**src/rtl/rcls_pkg.sv**
```systemverilog
// Shared types, constants and slot tables for the line sensor steering block.
package rcls_pkg;

   // Sensor array and counter sizing
   localparam int SENSOR_COUNT      = 9;
   localparam int COUNT_WIDTH_DEF   = 8;
   localparam int SLOT_WIDTH        = 4;
   localparam int DUTY_WIDTH        = 7;
   localparam int DIR_WIDTH         = 2;
   localparam int THRESHOLD_WIDTH   = 8;
   localparam int CHARGE_WIDTH      = 4;

   // Motor direction codes
   localparam logic [DIR_WIDTH-1:0] DIR_STOP = 2'd0;
   localparam logic [DIR_WIDTH-1:0] DIR_FWD  = 2'd1;
   localparam logic [DIR_WIDTH-1:0] DIR_BACK = 2'd2;
   localparam logic [DIR_WIDTH-1:0] DIR_NONE = 2'd3;

   // Commanded speeds of the steering rules
   localparam logic [DUTY_WIDTH-1:0] SPEED_CENTER = 7'd15;
   localparam logic [DUTY_WIDTH-1:0] SPEED_FAST   = 7'd20;
   localparam logic [DUTY_WIDTH-1:0] SPEED_SLOW   = 7'd10;
   localparam logic [DUTY_WIDTH-1:0] SPEED_TURN   = 7'd25;
   localparam logic [DUTY_WIDTH-1:0] SPEED_CREEP  = 7'd2;
   localparam logic [DUTY_WIDTH-1:0] SPEED_BACK   = 7'd30;

   // Scan slots
   localparam logic [SLOT_WIDTH-1:0] SLOT_FIRST  = 4'd0;
   localparam logic [SLOT_WIDTH-1:0] SLOT_SKIP_A = 4'd5;
   localparam logic [SLOT_WIDTH-1:0] SLOT_SKIP_B = 4'd6;
   localparam logic [SLOT_WIDTH-1:0] SLOT_LAST   = 4'd8;

   // Register map
   localparam int CSR_ADDR_WIDTH = 5;
   localparam int CSR_DATA_WIDTH = 32;
   localparam logic [2:0] CSR_THRESHOLD = 3'd0;
   localparam logic [2:0] CSR_CHARGE    = 3'd1;
   localparam logic [2:0] CSR_OFFSET    = 3'd2;
   localparam logic [2:0] CSR_LIMIT     = 3'd3;
   localparam logic [2:0] CSR_CLAMP     = 3'd4;

   // Register reset values
   localparam logic [THRESHOLD_WIDTH-1:0] RST_THRESHOLD = 8'd15;
   localparam logic [CHARGE_WIDTH-1:0]    RST_CHARGE    = 4'd2;
   localparam logic [DUTY_WIDTH-1:0]      RST_OFFSET    = 7'd25;
   localparam logic [DUTY_WIDTH-1:0]      RST_LIMIT     = 7'd95;
   localparam logic [DUTY_WIDTH-1:0]      RST_CLAMP     = 7'd70;

   typedef struct packed {
      logic [THRESHOLD_WIDTH-1:0] black_threshold;
      logic [CHARGE_WIDTH-1:0]    charge_ticks;
      logic [DUTY_WIDTH-1:0]      duty_offset;
      logic [DUTY_WIDTH-1:0]      duty_limit;
      logic [DUTY_WIDTH-1:0]      duty_clamp;
   } cfg_type;

   typedef struct packed {
      logic [DIR_WIDTH-1:0]  left_dir;
      logic [DIR_WIDTH-1:0]  right_dir;
      logic [DUTY_WIDTH-1:0] left_duty;
      logic [DUTY_WIDTH-1:0] right_duty;
   } motor_type;

   // Result word, lowest field last so the packing matches tdata
   typedef struct packed {
      logic                    scan_busy;
      logic [DUTY_WIDTH-1:0]   right_duty;
      logic [DUTY_WIDTH-1:0]   left_duty;
      logic [DIR_WIDTH-1:0]    right_dir;
      logic [DIR_WIDTH-1:0]    left_dir;
      logic [SENSOR_COUNT-1:0] sensor_bits;
      logic                    line_drive;
   } result_type;

   // Input line read in a slot
   function automatic logic [SLOT_WIDTH-1:0] slot_pin(input logic [SLOT_WIDTH-1:0] s);
      case (s)
         4'd0:    slot_pin = 4'd0;
         4'd1:    slot_pin = 4'd2;
         4'd2:    slot_pin = 4'd1;
         4'd3:    slot_pin = 4'd5;
         4'd4:    slot_pin = 4'd6;
         4'd5:    slot_pin = 4'd3;
         4'd6:    slot_pin = 4'd8;
         4'd7:    slot_pin = 4'd4;
         4'd8:    slot_pin = 4'd7;
         default: slot_pin = 4'd0;
      endcase
   endfunction

   // Sensor position written in a slot
   function automatic logic [SLOT_WIDTH-1:0] slot_pos(input logic [SLOT_WIDTH-1:0] s);
      case (s)
         4'd0:    slot_pos = 4'd4;
         4'd1:    slot_pos = 4'd3;
         4'd2:    slot_pos = 4'd5;
         4'd3:    slot_pos = 4'd2;
         4'd4:    slot_pos = 4'd6;
         4'd5:    slot_pos = 4'd1;
         4'd6:    slot_pos = 4'd7;
         4'd7:    slot_pos = 4'd0;
         4'd8:    slot_pos = 4'd8;
         default: slot_pos = 4'd0;
      endcase
   endfunction

   // Slot that follows a slot
   function automatic logic [SLOT_WIDTH-1:0] slot_next(input logic [SLOT_WIDTH-1:0] s);
      case (s)
         4'd0:    slot_next = 4'd1;
         4'd1:    slot_next = 4'd2;
         4'd2:    slot_next = 4'd3;
         4'd3:    slot_next = 4'd4;
         4'd4:    slot_next = 4'd7;
         4'd5:    slot_next = 4'd6;
         4'd6:    slot_next = 4'd7;
         4'd7:    slot_next = 4'd8;
         4'd8:    slot_next = 4'd0;
         default: slot_next = 4'd0;
      endcase
   endfunction

endpackage

```
**src/rtl/rc_line_sensor_steering.sv**
```systemverilog
// Top level of the line sensor steering block: stream ports, staging and registers.
//
// Usage:
//   req_*  input word stream. req_tuser is the tick kind (0 measure, 1 sample),
//          req_tdata carries the nine current sensor line levels.
//   rsp_*  one result word per input word, in order: line drive, black bits,
//          motor directions and duties, scan busy flag.
//   csr_*  APB-style register port, registers at byte addresses 0,4,..,16;
//          write only while the stream is idle.
// Path: an accepted word is held in the input register, processed in one
//   pass of the scan and steering logic, and its result is registered in
//   the result register once that is free, then shown on rsp_tdata.
// Throughput: one word per cycle while rsp_tready is high, set by the single
//   pass between the input register and the result register.
// Reset: clears the scan state, stops the left motor, sets the right motor
//   forward with zero duties and loads the register defaults.
// Stall: while rsp_tready is low the result is held; the input register still
//   takes one more word, then req_tready drops until the result is taken.
module rc_line_sensor_steering #(
   parameter int COUNT_WIDTH = rcls_pkg::COUNT_WIDTH_DEF
) (
   input  logic                                clock,
   input  logic                                reset,
   // Input stream
   input  logic                                req_tvalid,
   output logic                                req_tready,
   input  logic [15:0]                         req_tdata,  // [8:0] line_levels
   input  logic                                req_tuser,  // [0] func
   // Result stream
   output logic                                rsp_tvalid,
   input  logic                                rsp_tready,
   // [0] line_drive, [9:1] sensor_bits, [11:10] left_dir, [13:12] right_dir,
   // [20:14] left_duty, [27:21] right_duty, [28] scan_busy
   output logic [31:0]                         rsp_tdata,
   // Configuration port
   input  logic                                csr_psel,
   input  logic                                csr_penable,
   input  logic                                csr_pwrite,
   input  logic [rcls_pkg::CSR_ADDR_WIDTH-1:0] csr_paddr,
   input  logic [rcls_pkg::CSR_DATA_WIDTH-1:0] csr_pwdata,
   output logic [rcls_pkg::CSR_DATA_WIDTH-1:0] csr_prdata,
   output logic                                csr_pready
);

   rcls_pkg::cfg_type                 cfg;
   rcls_pkg::result_type              result_in;
   rcls_pkg::result_type              rsp_data_ff;

   logic                              in_valid_ff, in_valid_in;
   logic                              in_func_ff;
   logic [rcls_pkg::SENSOR_COUNT-1:0] in_levels_ff;
   logic                              rsp_valid_ff, rsp_valid_in;
   logic                              req_accept;
   logic                              advance;

   rcls_csr u_csr (
      .clock   (clock),
      .reset   (reset),
      .psel    (csr_psel),
      .penable (csr_penable),
      .pwrite  (csr_pwrite),
      .paddr   (csr_paddr),
      .pwdata  (csr_pwdata),
      .prdata  (csr_prdata),
      .pready  (csr_pready),
      .cfg     (cfg)
   );

   rcls_core #(
      .COUNT_WIDTH (COUNT_WIDTH)
   ) u_core (
      .clock       (clock),
      .reset       (reset),
      .step_valid  (advance),
      .step_func   (in_func_ff),
      .step_levels (in_levels_ff),
      .cfg         (cfg),
      .result_in   (result_in)
   );

   // Handshake: process the held word when the result slot is free
   assign advance     = in_valid_ff && (!rsp_valid_ff || rsp_tready);
   assign req_tready  = !in_valid_ff || advance;
   assign req_accept  = req_tvalid && req_tready;
   assign in_valid_in = req_accept ? 1'b1 : (advance ? 1'b0 : in_valid_ff);
   assign rsp_valid_in = advance ? 1'b1 : (rsp_tready ? 1'b0 : rsp_valid_ff);

   // Control registers
   always_ff @(posedge clock) begin
      if (reset) begin
         in_valid_ff  <= 1'b0;
         rsp_valid_ff <= 1'b0;
      end else begin
         in_valid_ff  <= in_valid_in;
         rsp_valid_ff <= rsp_valid_in;
      end
   end

   // Capture the input word
   always_ff @(posedge clock) begin
      if (req_accept) begin
         in_func_ff   <= req_tuser;
         in_levels_ff <= req_tdata[rcls_pkg::SENSOR_COUNT-1:0];
      end
   end

   // Hold the result word
   always_ff @(posedge clock) begin
      if (advance) begin
         rsp_data_ff <= result_in;
      end
   end

   assign rsp_tvalid = rsp_valid_ff;
   assign rsp_tdata  = {3'd0, rsp_data_ff};

endmodule

```
**src/rtl/rcls_csr.sv**
```systemverilog
// Configuration register file with an APB-style write and read port.
module rcls_csr (
   input  logic                                clock,
   input  logic                                reset,
   input  logic                                psel,
   input  logic                                penable,
   input  logic                                pwrite,
   input  logic [rcls_pkg::CSR_ADDR_WIDTH-1:0] paddr,
   input  logic [rcls_pkg::CSR_DATA_WIDTH-1:0] pwdata,
   output logic [rcls_pkg::CSR_DATA_WIDTH-1:0] prdata,
   output logic                                pready,
   output rcls_pkg::cfg_type                   cfg
);

   rcls_pkg::cfg_type cfg_ff;
   rcls_pkg::cfg_type cfg_in;
   logic              wr_en;
   logic [2:0]        reg_index;

   assign pready    = 1'b1;
   assign wr_en     = psel && penable && pwrite;
   assign reg_index = paddr[4:2];
   assign cfg       = cfg_ff;

   // Decode the write
   always_comb begin
      cfg_in = cfg_ff;
      if (wr_en) begin
         unique case (reg_index)
            rcls_pkg::CSR_THRESHOLD: cfg_in.black_threshold = pwdata[7:0];
            rcls_pkg::CSR_CHARGE:    cfg_in.charge_ticks    = pwdata[3:0];
            rcls_pkg::CSR_OFFSET:    cfg_in.duty_offset     = pwdata[6:0];
            rcls_pkg::CSR_LIMIT:     cfg_in.duty_limit      = pwdata[6:0];
            rcls_pkg::CSR_CLAMP:     cfg_in.duty_clamp      = pwdata[6:0];
            default: ;
         endcase
      end
   end

   always_ff @(posedge clock) begin
      if (reset) begin
         cfg_ff.black_threshold <= rcls_pkg::RST_THRESHOLD;
         cfg_ff.charge_ticks    <= rcls_pkg::RST_CHARGE;
         cfg_ff.duty_offset     <= rcls_pkg::RST_OFFSET;
         cfg_ff.duty_limit      <= rcls_pkg::RST_LIMIT;
         cfg_ff.duty_clamp      <= rcls_pkg::RST_CLAMP;
      end else begin
         cfg_ff <= cfg_in;
      end
   end

   // Read back
   always_comb begin
      unique case (reg_index)
         rcls_pkg::CSR_THRESHOLD: prdata = {24'd0, cfg_ff.black_threshold};
         rcls_pkg::CSR_CHARGE:    prdata = {28'd0, cfg_ff.charge_ticks};
         rcls_pkg::CSR_OFFSET:    prdata = {25'd0, cfg_ff.duty_offset};
         rcls_pkg::CSR_LIMIT:     prdata = {25'd0, cfg_ff.duty_limit};
         rcls_pkg::CSR_CLAMP:     prdata = {25'd0, cfg_ff.duty_clamp};
         default:                 prdata = '0;
      endcase
   end

endmodule

```
**src/rtl/rcls_steer.sv**
```systemverilog
// Priority steering rules: motor directions and duties from the black bits.
module rcls_steer (
   input  logic [rcls_pkg::SENSOR_COUNT-1:0] black_bits,
   input  rcls_pkg::motor_type               motor_cur,
   input  rcls_pkg::cfg_type                 cfg,
   output rcls_pkg::motor_type               motor_next
);

   // Offset the speed, clamp above the limit
   function automatic logic [rcls_pkg::DUTY_WIDTH-1:0] duty_of(
      input logic [rcls_pkg::DUTY_WIDTH-1:0] speed,
      input rcls_pkg::cfg_type               c
   );
      logic [rcls_pkg::DUTY_WIDTH:0] sum;
      sum = {1'b0, speed} + {1'b0, c.duty_offset};
      if (sum > {1'b0, c.duty_limit}) begin
         duty_of = c.duty_clamp;
      end else begin
         duty_of = sum[rcls_pkg::DUTY_WIDTH-1:0];
      end
   endfunction

   logic [rcls_pkg::DUTY_WIDTH-1:0] left_speed;
   logic [rcls_pkg::DUTY_WIDTH-1:0] right_speed;
   logic                            rule_hit;

   // Pick the first matching rule
   always_comb begin
      motor_next  = motor_cur;
      left_speed  = rcls_pkg::SPEED_CENTER;
      right_speed = rcls_pkg::SPEED_CENTER;
      rule_hit    = 1'b1;
      if (black_bits[4] && !(black_bits[3] || black_bits[5])) begin
         motor_next.left_dir  = rcls_pkg::DIR_FWD;
         motor_next.right_dir = rcls_pkg::DIR_FWD;
      end else if (black_bits[3] && !black_bits[8]) begin
         motor_next.left_dir  = rcls_pkg::DIR_FWD;
         motor_next.right_dir = rcls_pkg::DIR_FWD;
         left_speed  = rcls_pkg::SPEED_FAST;
         right_speed = rcls_pkg::SPEED_SLOW;
      end else if (black_bits[5] && !black_bits[0]) begin
         motor_next.left_dir  = rcls_pkg::DIR_FWD;
         motor_next.right_dir = rcls_pkg::DIR_FWD;
         left_speed  = rcls_pkg::SPEED_SLOW;
         right_speed = rcls_pkg::SPEED_FAST;
      end else if (black_bits[2] && !black_bits[8]) begin
         motor_next.left_dir  = rcls_pkg::DIR_FWD;
         motor_next.right_dir = rcls_pkg::DIR_FWD;
         left_speed  = rcls_pkg::SPEED_TURN;
         right_speed = rcls_pkg::SPEED_CREEP;
      end else if (black_bits[6] && !black_bits[0]) begin
         motor_next.left_dir  = rcls_pkg::DIR_FWD;
         motor_next.right_dir = rcls_pkg::DIR_FWD;
         left_speed  = rcls_pkg::SPEED_CREEP;
         right_speed = rcls_pkg::SPEED_TURN;
      end else if (black_bits[0]) begin
         motor_next.left_dir = rcls_pkg::DIR_BACK;
         left_speed  = rcls_pkg::SPEED_FAST;
         right_speed = rcls_pkg::SPEED_BACK;
      end else if (black_bits[8]) begin
         motor_next.right_dir = rcls_pkg::DIR_BACK;
         left_speed  = rcls_pkg::SPEED_BACK;
         right_speed = rcls_pkg::SPEED_FAST;
      end else begin
         rule_hit = 1'b0;
      end
      if (rule_hit) begin
         motor_next.left_duty  = duty_of(left_speed, cfg);
         motor_next.right_duty = duty_of(right_speed, cfg);
      end
   end

endmodule

```
**src/rtl/rcls_core.sv**
```systemverilog
// Scan sequencer and steering state, updated once per processed word.
module rcls_core #(
   parameter int COUNT_WIDTH = rcls_pkg::COUNT_WIDTH_DEF
) (
   input  logic                              clock,
   input  logic                              reset,
   input  logic                              step_valid,
   input  logic                              step_func,
   input  logic [rcls_pkg::SENSOR_COUNT-1:0] step_levels,
   input  rcls_pkg::cfg_type                 cfg,
   output rcls_pkg::result_type              result_in
);

   localparam int CMP_WIDTH = (COUNT_WIDTH > rcls_pkg::THRESHOLD_WIDTH) ?
                              COUNT_WIDTH : rcls_pkg::THRESHOLD_WIDTH;
   localparam logic [COUNT_WIDTH-1:0] COUNT_MAX = {COUNT_WIDTH{1'b1}};

   logic [rcls_pkg::SENSOR_COUNT-1:0] black_ff, black_in;
   logic [rcls_pkg::SLOT_WIDTH-1:0]   slot_ff, slot_in;
   logic [COUNT_WIDTH-1:0]            count_ff, count_in;
   logic                              charge_ff, charge_in;
   logic                              active_ff, active_in;
   rcls_pkg::motor_type               motor_ff, motor_in;
   rcls_pkg::motor_type               motor_steer;

   logic                              charge_step;
   logic [COUNT_WIDTH-1:0]            count_step;
   logic [CMP_WIDTH-1:0]              count_cmp;
   logic [CMP_WIDTH-1:0]              charge_cmp;
   logic [CMP_WIDTH-1:0]              thresh_cmp;
   logic [rcls_pkg::SLOT_WIDTH-1:0]   pin_sel;
   logic [rcls_pkg::SLOT_WIDTH-1:0]   pos_sel;

   rcls_steer u_steer (
      .black_bits (black_ff),
      .motor_cur  (motor_ff),
      .cfg        (cfg),
      .motor_next (motor_steer)
   );

   // Slot lookups and counter step
   assign pin_sel    = rcls_pkg::slot_pin(slot_ff);
   assign pos_sel    = rcls_pkg::slot_pos(slot_ff);
   assign charge_cmp = CMP_WIDTH'(cfg.charge_ticks);
   assign thresh_cmp = CMP_WIDTH'(cfg.black_threshold);
   assign charge_step = (CMP_WIDTH'(count_ff) == charge_cmp) ? 1'b0 : charge_ff;
   assign count_step  = (count_ff != COUNT_MAX) ? count_ff + 1'b1 : count_ff;
   assign count_cmp   = CMP_WIDTH'(count_step);

   // Next state
   always_comb begin
      black_in  = black_ff;
      slot_in   = slot_ff;
      count_in  = count_ff;
      charge_in = charge_ff;
      active_in = active_ff;
      motor_in  = motor_ff;
      if (step_valid) begin
         if (step_func) begin
            // Sample tick: steer from the last scan, then restart it
            motor_in  = motor_steer;
            charge_in = 1'b1;
            count_in  = '0;
            slot_in   = rcls_pkg::SLOT_FIRST;
            active_in = 1'b1;
         end else if (active_ff) begin
            if (slot_ff > rcls_pkg::SLOT_LAST) begin
               active_in = 1'b0;
            end else begin
               charge_in = charge_step;
               count_in  = count_step;
               // Line discharged: record the bit and move on
               if (!(count_cmp <= charge_cmp) && !charge_step && !step_levels[pin_sel]) begin
                  black_in[pos_sel] = (count_cmp > thresh_cmp);
                  slot_in = rcls_pkg::slot_next(slot_ff);
                  if (slot_ff == rcls_pkg::SLOT_LAST) begin
                     active_in = 1'b0;
                  end else begin
                     charge_in = 1'b1;
                     count_in  = '0;
                  end
               end
            end
         end
      end
   end

   always_ff @(posedge clock) begin
      if (reset) begin
         black_ff            <= '0;
         slot_ff             <= rcls_pkg::SLOT_FIRST;
         count_ff            <= '0;
         charge_ff           <= 1'b1;
         active_ff           <= 1'b0;
         motor_ff.left_dir   <= rcls_pkg::DIR_STOP;
         motor_ff.right_dir  <= rcls_pkg::DIR_FWD;
         motor_ff.left_duty  <= '0;
         motor_ff.right_duty <= '0;
      end else begin
         black_ff  <= black_in;
         slot_ff   <= slot_in;
         count_ff  <= count_in;
         charge_ff <= charge_in;
         active_ff <= active_in;
         motor_ff  <= motor_in;
      end
   end

   // Result is the state after this word
   assign result_in.line_drive  = charge_in;
   assign result_in.sensor_bits = black_in;
   assign result_in.left_dir    = motor_in.left_dir;
   assign result_in.right_dir   = motor_in.right_dir;
   assign result_in.left_duty   = motor_in.left_duty;
   assign result_in.right_duty  = motor_in.right_duty;
   assign result_in.scan_busy   = active_in;

`ifndef SYNTH
   a_restart: assert property (@(posedge clock) disable iff (reset)
      step_valid && step_func |=> active_ff && charge_ff && count_ff == '0
                                  && slot_ff == rcls_pkg::SLOT_FIRST)
      else $error("scan did not restart on sample tick");
   a_bits_hold: assert property (@(posedge clock) disable iff (reset)
      !step_valid || step_func |=> $stable(black_ff))
      else $error("black bits changed without a measure tick");
   a_slot_skip: assert property (@(posedge clock) disable iff (reset)
      slot_ff != rcls_pkg::SLOT_SKIP_A && slot_ff != rcls_pkg::SLOT_SKIP_B)
      else $error("scan reached a skipped slot");
   a_dir_code: assert property (@(posedge clock) disable iff (reset)
      motor_ff.left_dir != rcls_pkg::DIR_NONE && motor_ff.right_dir != rcls_pkg::DIR_NONE)
      else $error("motor direction holds an unused code");
`endif

endmodule

```
**config.mk**
```make
export PLATFORM = sky130hd
export DESIGN_NAME = rc_line_sensor_steering
export DESIGN_NICKNAME = d
export VERILOG_FILES = /design/src/rtl/rcls_pkg.sv /design/src/rtl/rc_line_sensor_steering.sv /design/src/rtl/rcls_csr.sv /design/src/rtl/rcls_steer.sv /design/src/rtl/rcls_core.sv
export SDC_FILE = /design/constraint.sdc
export NUM_CORES = 1
export LEC_CHECK = 0
export ABC_AREA = 1
export BUFFER_PORTS_ARGS = -buffer_cell sky130_fd_sc_hd__buf_2
export CORE_UTILIZATION = 30
export CTS_CLUSTER_SIZE = 12
export DETAILED_ROUTE_END_ITERATION = 8
export PLACE_DENSITY = 0.54
export SKIP_LAST_GASP = 1
export SLEW_MARGIN = 20
export SYNTH_ARGS = -nofsm -noshare
export SYNTH_HDL_FRONTEND = slang
export SYNTH_SLANG_ARGS = --single-unit
```
**constraint.sdc**
```tcl
create_clock -name clock -period 6.4 [get_ports clock]
set_clock_uncertainty 0.2 [all_clocks]
set_input_delay 1.92 -clock clock [delete_from_list [all_inputs] [get_ports clock]]
set_output_delay 1.92 -clock clock [all_outputs]
set_load 0.05 [all_outputs]
```
Yosys cells after proc, flatten, opt, wreduce, memory -nomap -nowiden. Memories as Yosys holds them, arrays and structs flattened. A register that Yosys moved wholly into a read port is not among the register bits. Cells that the tools add are included.

Memories kept: 3. Output and inout port bits: 67. Bits in registers: 115. ROM bits: 192. Logic and storage cells: 160.

Memory list: (name not given) (depth 16, width 4, rd ports 1, clocked after Yosys merged registers in 1, wr ports 0, RTL line rcls_pkg.sv:109) `case (s)`; (name not given) (depth 16, width 4, rd ports 1, clocked after Yosys merged registers in 1, wr ports 0, RTL line rcls_pkg.sv:93) `case (s)`; (name not given) (depth 16, width 4, rd ports 1, clocked after Yosys merged registers in 1, wr ports 0, RTL line rcls_pkg.sv:77) `case (s)`.

Add/subtract/negate cells: 3. Order comparisons: 8. Mux-type cells: 78. Equality and inequality tests: 8. Reductions and logical operators: 35.

Operator list (number): 5-bit 2-to-1 mux (14); 4-bit 2-to-1 mux (15); 8-bit 2-to-1 mux (6); 9-bit 2-to-1 mux (5); 8-bit case mux with 5 select lines (1); 18-bit 2-to-1 mux (2); 1-bit 2-to-1 mux (26); 7-bit by 7-bit adder with 8-bit output (2); 8-bit by 7-bit greater-than comparator with 1-bit output (2); 14-bit 2-to-1 mux (1); 7-bit 2-to-1 mux (2); 1-bit logical AND (12); 4-bit by 5-bit less-than comparator with 1-bit output (second input constant) (2); 2-bit AND reduction (5); 9-bit bitwise mux (1); 8-bit by 1-bit adder with 8-bit output (second input constant) (1); 8-bit by 4-bit equality test with 1-bit output (1); 8-bit greater-than comparator (1); 8-bit by 4-bit <= comparator with 1-bit output (1); 1-bit zero test (8); 8-bit inequality test (second input constant) (1); 2-bit nonzero test (4); 3-bit by 2-bit equality test with 1-bit output (second input constant) (2); 2-bit 2-to-1 mux (3); 12 further kinds (14).

Logic depth before layout (Yosys ltp). Gate-level depths: netlist (run 1).

Depth after elaboration: 13. Depth in mapped cells: 26.

By module. Synthesis (run 1) repeated with hierarchy kept, for this count alone.

Cell total of the unflattened synthesis: 1123. Area, all modules: 7818.7 µm².

Modules (own cells, without submodules): rcls_core (cells each 486, instances 1, sequential area each 1041.0 µm², area an instance 3133.0 µm²); rcls_csr (cells each 290, instances 1, sequential area each 660.6 µm², area an instance 1840.5 µm²); rcls_steer (cells each 292, instances 1, sequential area each 0.0 µm², area an instance 1556.5 µm²); rc_line_sensor_steering (cells each 55, instances 1, sequential area each 1211.2 µm², area an instance 1288.7 µm²).

Least setup slack after synthesis (run 1). Ideal clock, no wire load.

Kind: input to output. From: in csr_paddr[3] in the netlist's numbering. To: out csr_prdata[1] in the netlist's numbering. Data arrival time: 3.324 ns. Cell stages on the path: 3. Path slack: 0.956 ns. Buffers on the path: 0. Required time: 4.280 ns. Cell sequence: nor2_1 -> nand2_1 -> o21ai_0.

Cells in the longest elaborated chain, start to end: 2.

RTL lines: from (decl) (RTL line rc_line_sensor_steering.sv:39) `input logic [rcls_pkg::CSR_ADDR_WIDTH-1:0] csr_paddr,`; 3-bit equality test, or another cell as far along (RTL line rcls_csr.sv:54) `unique case (reg_index)`; 8-bit case mux with 5 select lines * (RTL line rcls_csr.sv:54); to (decl) (RTL line rc_line_sensor_steering.sv:41) `output logic [rcls_pkg::CSR_DATA_WIDTH-1:0] csr_prdata,`.

Mark *: on every way between the ends. The rest lies on a longest branch, timed or not.

Final worst setup path (run 1). Same ends and word-level chain as after synthesis.

==> results of run 1 <==
==> state kept, by name, summed over array words and instances (netlist names), 4 cells and up, named ones only <==
| signal | count |
|---|---|
| u_core.count_ff | 8 |
| rsp_tdata | 29 |
| u_core.black_ff | 9 |
| u_core.pin_sel | 4 |
| u_core.slot_ff | 4 |
| u_core.motor_ff | 18 |
| in_levels_ff | 9 |
| u_core.pos_sel | 4 |
| u_csr.cfg | 33 |
==> cell type report <==
type                    instances  share of cell area [%]
multi-input cells             608                    40.4
inverters                     145                    6.77
repair buffers                 70                    4.48
clock buffers                  25                    6.83
well taps                     285                    4.44
flip-flops and latches        126                    36.2
clock inverters                 7                   0.856
==> logic make-up after synthesis <==
| family | after synthesis | share of synthesized area (%) |
|---|---|---|
| compound gates | 177 | 14.5 |
| flops | 126 | 42.3 |
| buf+inv | 189 | 11.9 |
| xor+xnor | 12 | 1.53 |
| fa+ha+maj | 43 | 8.03 |
| other cells | 2 | 0.109 |
| simple gates | 348 | 21.6 |
==> power groups by stage <==
stage | clock (W) | sequential, W | combinational (W)
final | 0.000982 | 0.000846 | 0.000172
after global routing | 0.00103 | 0.000848 | 0.000188
after CTS | 0.00100 | 0.000846 | 0.000174
after detailed placement | 0 | 0.000863 | 0.000173
after global placement | 0 | 0.000863 | 0.000172
after floorplan | 0 | 0.000886 | 0.000121
==> Yosys cell counts, types with 7 or more instances <==
cell        n  area [µm²]
nand2_1   185         694
inv_1     140         526
dfxtp_1    87        1740
nor2_1     86         323
a21oi_1    80         400
o21ai_0    50         250
ha_1       41         513
nand3_1    41         205
edfxtp_1   39        1170
buf_4      28         210
o211ai_1   22         165
clkbuf_1   12        45.0
nor3_1      9        45.0
nand2_2     8        50.1
xnor2_1     7        61.3
==> per-layer routing <==
metal | GRT usage [%] | wire [µm]
met1 | 18.3 | 7670
met2 | 23.4 | 7400
met3 | 3.32 | 586
met4 | 5.10 | 223
met5 | 0 | 0
==> stage by stage <==
step | hold WS [ns] | utilization [%] | worst slack (ns) | total power, W | instances
after floorplan | 0.225 | - | 0.956 | 0.00101 | 923
after global placement | 0.257 | 32.9 | 1.01 | 0.00104 | 1234
after detailed placement | 0.255 | 32.9 | 0.993 | 0.00104 | 1234
after CTS | 0.268 | 35.6 | 0.989 | 0.00202 | 1266
after global routing | 0.288 | 35.6 | 0.806 | 0.00207 | 1266
final | 0.270 | 35.6 | 1.02 | 0.00200 | 1266
==> how the worst min path moves through the flow <==
| stage | startpoint | end | depth (start not counted) |
|---|---|---|---|
| after global routing | u_core.motor_ff[7]$_SDFF_PP0_ | u_core.motor_ff[7]$_SDFF_PP0_ | 2 |
| final | u_core.motor_ff[3]$_SDFF_PP0_ | u_core.motor_ff[3]$_SDFF_PP0_ | 2 |
| after CTS | u_core.motor_ff[15]$_SDFF_PP0_ | u_core.motor_ff[15]$_SDFF_PP0_ | 2 |
| after detailed placement | u_core.motor_ff[15]$_SDFF_PP0_ | u_core.motor_ff[15]$_SDFF_PP0_ | 2 |
| after floorplan | u_core.motor_ff[14]$_SDFF_PP1_ | u_core.motor_ff[14]$_SDFF_PP1_ | 2 |
| after global placement | u_core.motor_ff[15]$_SDFF_PP0_ | u_core.motor_ff[15]$_SDFF_PP0_ | 2 |
==> worst min-delay path, cell delays in order, from the launching register on <==
cell	delay, ns
dfxtp_1	0.29
nand2_1	0.07
a21oi_1	0.06
==> metrics.csv, run 1 <==
metric,value,unit
grt_pass1_wl,26400,µm
ir_worst_vdd,0.000169,V
drtIter0Drc,341,
swShare,24.6,%
synth.distinct_cells,41,
p_seq_share,42.3,%
hold_violations,0,
die_area,23600,µm²
layout-drive-gt1-share,13.0,%
power_switching,0.000492,W
fillCellCount,2368,
drcViolationCount,0,
rows,55,
grt_pass1_vias,5286,
synth.ff_latch_count,126,
cap_violations,0,
criticalPathCategory,input pin to output port,
slew_viol_final,0,
ctsHtreeMaxLevel,4,
crit_path_max_fanout,8,
period_share,84.1,%
diodes,0,
synthesis.instances,897,
ys_async_sr_fraction,0,%
path_cells,buf_2 > nor2_1 > nand2_1 > o22ai_1 > a221oi_1 > o21ai_0 > buf_2,
die_w,153,µm
cts_made_buffers,17,
multi_input_area,3250,µm²
clkPwrFrac,49.1,%
worst-slew-pin-transition,0.921,ns
gp_congestion,0.862,
cts_root_buf,clkbuf_16,
cts_resized,0,
wl,15900,µm
startpoint_type,input pin,
p_leak,3.83,nW
cts_setup_buffers,0,
synth_edf_count,39,
hold_buffers,0,
fin_crit,5.38,ns
track_usage,14.3,%
endpoint,csr_prdata[1],
final_area,8040,µm²
cpMostUsedCell,buf_2,
cp_top_family,compound AO/OA/AOI/OAI gates,
first_pass_iters,6,
area_growth,16.8,%
start_util,30.5,%
io_buffers,66,
slew_headroom,38.4,%
cts_buffer_depth,2,
r2r-start,u_core.black_ff[5]$_SDFF_PP0_,
reg2regPathDepth,19,
layout.area.seq,2910,µm²
internal-power,0.00151,W
startpoint,csr_paddr[3],
fin_setup_tns,0,ns
rsz0062_at_grt,false,
grt_start_max_net_pins,45,
hold_path_class,flop to flop,
core_area,22600,µm²
nets,1072,
insertion_delay,0.42,ns
cts_tree,done,
antenna_left,0,
vias_per_cell,4.51,
end_kind,output port,
pwr-share-comb,8.6,%
cp_num_buf_inv,2,
layout_commonest_cell,nand2_1,
powerDensity,249,nW/µm²
rrSetupSlack,1.89,ns
cp_data_required_time,4.28,ns
synth_ff_type,dfxtp_1,
gr-total-overflow,0,
placed_area,7420,µm²
slowest_delay,0.33,ns
die_h,153,µm
pin_count,128,
critPathArrivalTime,3.26,ns
clock-sinks,126,
status,"finished, final reports clean",
syn_area,6880,µm²
antenna_found_initial,0,
avgRoutedWirePerCell,12.5,µm
setup_viol,0,
r2r-end,rsp_tdata[14]$_DFFE_PP_,
seq_area_frac_synth,42.3,%
avgSynthCellArea,7.67,µm²
mostFrequentLayoutCells,"nand2_1 (185), inv_1 (140), dfxtp_1 (87), nor2_1 (86), a21oi_1 (80)",
worstSetupPathDepth,7,
cpMaxStageDelayCell,buf_2,
vias,5713,
clkTransAtPathRegs,0.05,ns
fmax,0.186,GHz
dp_hpwl,12300,µm
ys_warn_count,0,
(Power assumes the default switching activity.)
==> inputs of run 2 (changes only) <==
clock period = 5.01 ns   (was 6.4 ns; I/O delays follow)
==> run 2 against run 1 <==
Compared with the run above: via count shrank 0.82%; sequential share of layout area is essentially flat; register-to-register slack lost 1.0 ns; cell count grew 0.24%; hold slack gained 0.00074 ns; sequential power grew 28%; global-route usage shrank 0.29 points; routed wire length is essentially flat.
==> metrics.csv, run 2 (synthesis gave the netlist of run 1 again) <==
metric,value,unit,change
insertion_delay,0.41,ns,about the same
cpMaxStageDelayCell,nor3_1,,
ir_worst_vdd,0.000162,V,-4.2%
start_util,30.5,%,unchanged
clkTransAtPathRegs,0.05,ns,about the same
hold_buffers,0,,unchanged
grt_pass1_vias,5148,,-2.6%
worst-slew-pin-transition,0.973,ns,+0.0525 ns
criticalPathCategory,input pin to output port,,
rows,55,,unchanged
startpoint_type,input pin,,
track_usage,14.0,%,-0.29 points
largest_reg_flops,33,,unchanged
core_area,22600,µm²,unchanged
dp_hpwl,12300,µm,+0.29%
fillCellCount,2373,,+0.21%
gp_congestion,0.837,,-2.8%
drcViolationCount,0,,unchanged
diodes,0,,unchanged
pin_count,128,,unchanged
startpoint,csr_paddr[3],,
grt_start_max_net_pins,44,,-2.2%
crit_path_max_fanout,4,,-4
vias_per_cell,4.46,,-1.1%
setup_viol,0,,unchanged
antenna_found_initial,0,,unchanged
hold_violations,0,,unchanged
wl,15900,µm,about the same
cts_made_buffers,17,,unchanged
area_growth,16.7,%,about the same
clock-sinks,126,,unchanged
layout_commonest_cell,nand2_1,,
cap_violations,0,,unchanged
mostFrequentLayoutCells,"nand2_1 (185), inv_1 (140), dfxtp_1 (87), nor2_1 (86), a21oi_1 (80)",,
die_h,153,µm,unchanged
slowest_delay,0.47,ns,+0.14 ns
io_buffers,66,,unchanged
cts_setup_buffers,0,,unchanged
hold_path_class,flop to flop,,
antenna_left,0,,unchanged
avgRoutedWirePerCell,12.5,µm,-0.25%
end_kind,output port,,
final_util,35.6,%,about the same
ctsHtreeMaxLevel,4,,unchanged
cp_data_required_time,3.31,ns,-0.97 ns
p_leak,3.82,nW,-0.29%
rsz0062_at_grt,false,,
slew_viol_final,0,,unchanged
cts_buffer_depth,2,,unchanged
status,"finished, final reports clean",,
layout.area.seq,2910,µm²,unchanged
slew_headroom,34.9,%,-3.5 points
cts_resized,0,,unchanged
drtIter0Drc,248,,-27%
fin_setup_tns,0,ns,unchanged
cpMostUsedCell,buf_2,,
grt_pass1_wl,25700,µm,-2.6%
fmax,0.219,GHz,
cp_top_family,buffers and inverters,,
gr-total-overflow,0,,unchanged
layout-drive-gt1-share,13.4,%,+0.37 points
cts_root_buf,clkbuf_16,,
cp_num_buf_inv,3,,+1
cts_tree,done,,
period_share,91.1,%,
die_w,153,µm,unchanged
hold_start,u_core.motor_ff[15]$_SDFF_PP0_,,
r2r-start,u_core.black_ff[5]$_SDFF_PP0_,,
critPathArrivalTime,2.86,ns,-0.40 ns
die_area,23600,µm²,unchanged
first_pass_iters,5,,-1
nets,1075,,+0.28%
fin_crit,4.56,ns,
multi_input_area,3250,µm²,unchanged
powerDensity,314,nW/µm²,+26%
path_cells,buf_2 > nor3_1 > inv_1 > o221ai_1 > buf_2,,
vias,5666,,-0.82%
==> run 2: power breakdown <==
group / internal, W / leakage (nW) / switching [W]
Sequential: 0.00107 / 1.08 / 0.00000856
Combinational: 0.0000452 / 2.47 / 0.000176
Clock: 0.000739 / 0.276 / 0.000478
Total: 0.00186 / 3.82 / 0.000662
==> run 2: layout make-up <==
| type | count | share of cell area (%) |
|---|---|---|
| Clock inverter | 15 | 2.02 |
| Multi-Input combinational cell | 608 | 40.4 |
| Timing Repair Buffer | 73 | 4.77 |
| Sequential cell | 126 | 36.3 |
| Clock buffer | 17 | 5.30 |
| Inverter | 145 | 6.78 |
| Tap cell | 285 | 4.44 |
==> run 2: worst paths after layout <==
kind	endpoint	depth (start not counted)	slack, ns
worst min register to register	u_core.motor_ff[15]$_SDFF_PP0_	2	0.27
worst max-delay path	csr_prdata[0]	5	0.45
worst min-delay path	u_core.motor_ff[15]$_SDFF_PP0_	2	0.27
worst max register to register	rsp_tdata[27]$_DFFE_PP_	19	0.84
==> run 2: worst reg2reg max path, delay by kind of cell, from the launching register on <==
| kind | cells | cell delay, ns |
|---|---|---|
| buffers and inverters | 5 | 0.53 |
| xor gates and xnor gates | 1 | 0.15 |
| AOI/OAI and AO/OA | 5 | 0.94 |
| and+or+nand+nor | 5 | 0.87 |
| adders and majority gates | 3 | 0.90 |
| DFF | 1 | 0.31 |
==> run 2: layer usage <==
layer / GRT usage [%] / up-vias / wire (µm)
met3: 3.01 / 11 / 515
met4: 4.33 / 0 / 144
met1: 17.8 / 2552 / 7750
met2: 23.5 / 87 / 7470
met5: 0 / - / 0
li1: - / 3016 / -
==> run 2: per-stage QoR <==
step	area (µm²)	instances	setup slack, ns	power (W)	hold WS, ns
floorplan	6980	923	0.400	0.00129	0.225
global placement	7440	1237	0.475	0.00132	0.258
detailed placement	7440	1237	0.463	0.00132	0.260
CTS	8030	1269	0.439	0.00255	0.272
global route	8030	1269	0.304	0.00262	0.286
finish	8030	1269	0.445	0.00252	0.270
==> inputs of run 3 (changes only) <==
CTS_BUF_LIST = sky130_fd_sc_hd__clkbuf_8   (was unset)
==> run 3 against run 2 <==
Compared with the run above: flip-flop and latch count did not move; total power down 13%; first-iteration DRC count grew 3.6%; register-to-register slack about the same; fmax is 0.64% higher; hold slack better by 0.0024 ns; critical path type unchanged; critical endpoint unchanged; largest cell class unchanged; highest routed layer unchanged.
==> metrics.csv, run 3 (synthesis gave the netlist of run 1 again) <==
metric,value,unit,change
status,"finished, final reports clean",,
nets,1075,,unchanged
pin_count,128,,unchanged
io_buffers,66,,unchanged
start_util,30.5,%,unchanged
core_area,22600,µm²,unchanged
fmax,0.220,GHz,+0.64%
area_growth,13.9,%,
avgRoutedWirePerCell,12.5,µm,-0.21%
vias,5665,,-0.018%
antenna_found_initial,0,,unchanged
die_w,153,µm,unchanged
cts_buffer_depth,2,,unchanged
critPathArrivalTime,2.83,ns,-0.03 ns
cts_made_buffers,17,,unchanged
grt_pass1_wl,25600,µm,-0.38%
gr-total-overflow,0,,unchanged
cp_data_required_time,3.31,ns,about the same
first_pass_iters,5,,unchanged
antenna_left,0,,unchanged
mostFrequentLayoutCells,"nand2_1 (185), inv_1 (140), dfxtp_1 (87), nor2_1 (86), a21oi_1 (80)",,
fin_setup_tns,0,ns,unchanged
cts_resized,0,,unchanged
layout-drive-gt1-share,13.4,%,unchanged
powerDensity,280,nW/µm²,-11%
hold_path_class,flop to flop,,
criticalPathCategory,input pin to output port,,
cap_violations,0,,unchanged
drtIter0Drc,257,,+3.6%
drcViolationCount,0,,unchanged
worst-slew-pin-transition,0.924,ns,-0.0490 ns
end_kind,output port,,
rows,55,,unchanged
startpoint_type,input pin,,
crit_path_max_fanout,4,,unchanged
grt_pass1_vias,5117,,-0.60%
track_usage,13.9,%,-0.049 points
cts_root_buf,clkbuf_8,,
cts_setup_buffers,0,,unchanged
clkTransAtPathRegs,0.07,ns,+0.02 ns
fin_crit,4.54,ns,-0.0292 ns
hold_violations,0,,unchanged
cts_tree,done,,
die_area,23600,µm²,unchanged
dp_worst_setup_slack,0.463,ns,unchanged
diodes,0,,unchanged
slew_viol_final,0,,unchanged
ir_worst_vdd,0.000123,V,-24%
layout_commonest_cell,nand2_1,,
p_leak,3.73,nW,-2.3%
wl,15800,µm,-0.21%
clock-sinks,126,,unchanged
ctsHtreeMaxLevel,4,,unchanged
vias_per_cell,4.46,,about the same
hold_buffers,0,,unchanged
slew_headroom,38.1,%,+3.3 points
setup_viol,0,,unchanged
die_h,153,µm,unchanged
grt_start_max_net_pins,44,,unchanged
insertion_delay,0.45,ns,+0.04 ns
rsz0062_at_grt,false,,
largest_reg_flops,33,,unchanged
period_share,90.5,%,-0.58 points
finalWorstSetupSlack,0.474,ns,+0.0292 ns
gp_congestion,0.837,,unchanged
dp_hpwl,12300,µm,unchanged
-- run 3: cell counts in the layout (fill, tap and decap cells not counted) --
Identical to the previous run, type by type.
-- run 3: layout make-up --
cell class | count | area, µm²
clock buffers | 17 | 234
clock inverters | 15 | 163
fillers | 2391 | 14700
inverters | 145 | 544
multi-input cells | 608 | 3250
flip-flops and latches | 126 | 2910
well taps | 285 | 357
repair buffers | 73 | 383
-- run 3: path summary, 6_finish.rpt --
path                            cells after the start  slack (ns)                              to                           start
worst max-delay path                                5        0.47                   csr_prdata[0]                    csr_paddr[3]
worst min register to register                      2        0.27  u_core.motor_ff[15]$_SDFF_PP0_  u_core.motor_ff[15]$_SDFF_PP0_
worst max register to register                     19        0.83         rsp_tdata[27]$_DFFE_PP_   u_core.black_ff[5]$_SDFF_PP0_
worst min-delay path                                2        0.27  u_core.motor_ff[15]$_SDFF_PP0_  u_core.motor_ff[15]$_SDFF_PP0_
-- run 3: per-layer routing --
layer	up-vias	wire length, µm	GRT usage, %
met1	2552	7760	17.8
met3	15	486	2.67
met4	0	207	4.90
met2	81	7390	23.4
li1	3017	-	-
met5	-	0	0
-- run 3: worst max-delay path, stage by stage --
cell and delay, ns:
buf_2 0.11, nor3_1 0.45, inv_1 0.11, o221ai_1 0.32
buf_2 0.34
-- run 3: where the power goes --
part           total [W]  switching, W  internal (W)
clock           0.000894      0.000445      0.000449
sequential       0.00108    0.00000843       0.00107
combinational   0.000221      0.000175     0.0000452
-- run 3: through the flow --
stage / area (µm²) / hold slack (ns) / utilization [%] / total power [W] / instances
CTS: 7840 / 0.275 / 34.7 / 0.00222 / 1269
detailed placement: 7440 / 0.260 / 33.0 / 0.00132 / 1237
finish: 7840 / 0.273 / 34.7 / 0.00219 / 1269
global placement: 7440 / 0.258 / 33.0 / 0.00132 / 1237
global route: 7840 / 0.289 / 34.7 / 0.00228 / 1269
floorplan: 6980 / 0.225 / - / 0.00129 / 923
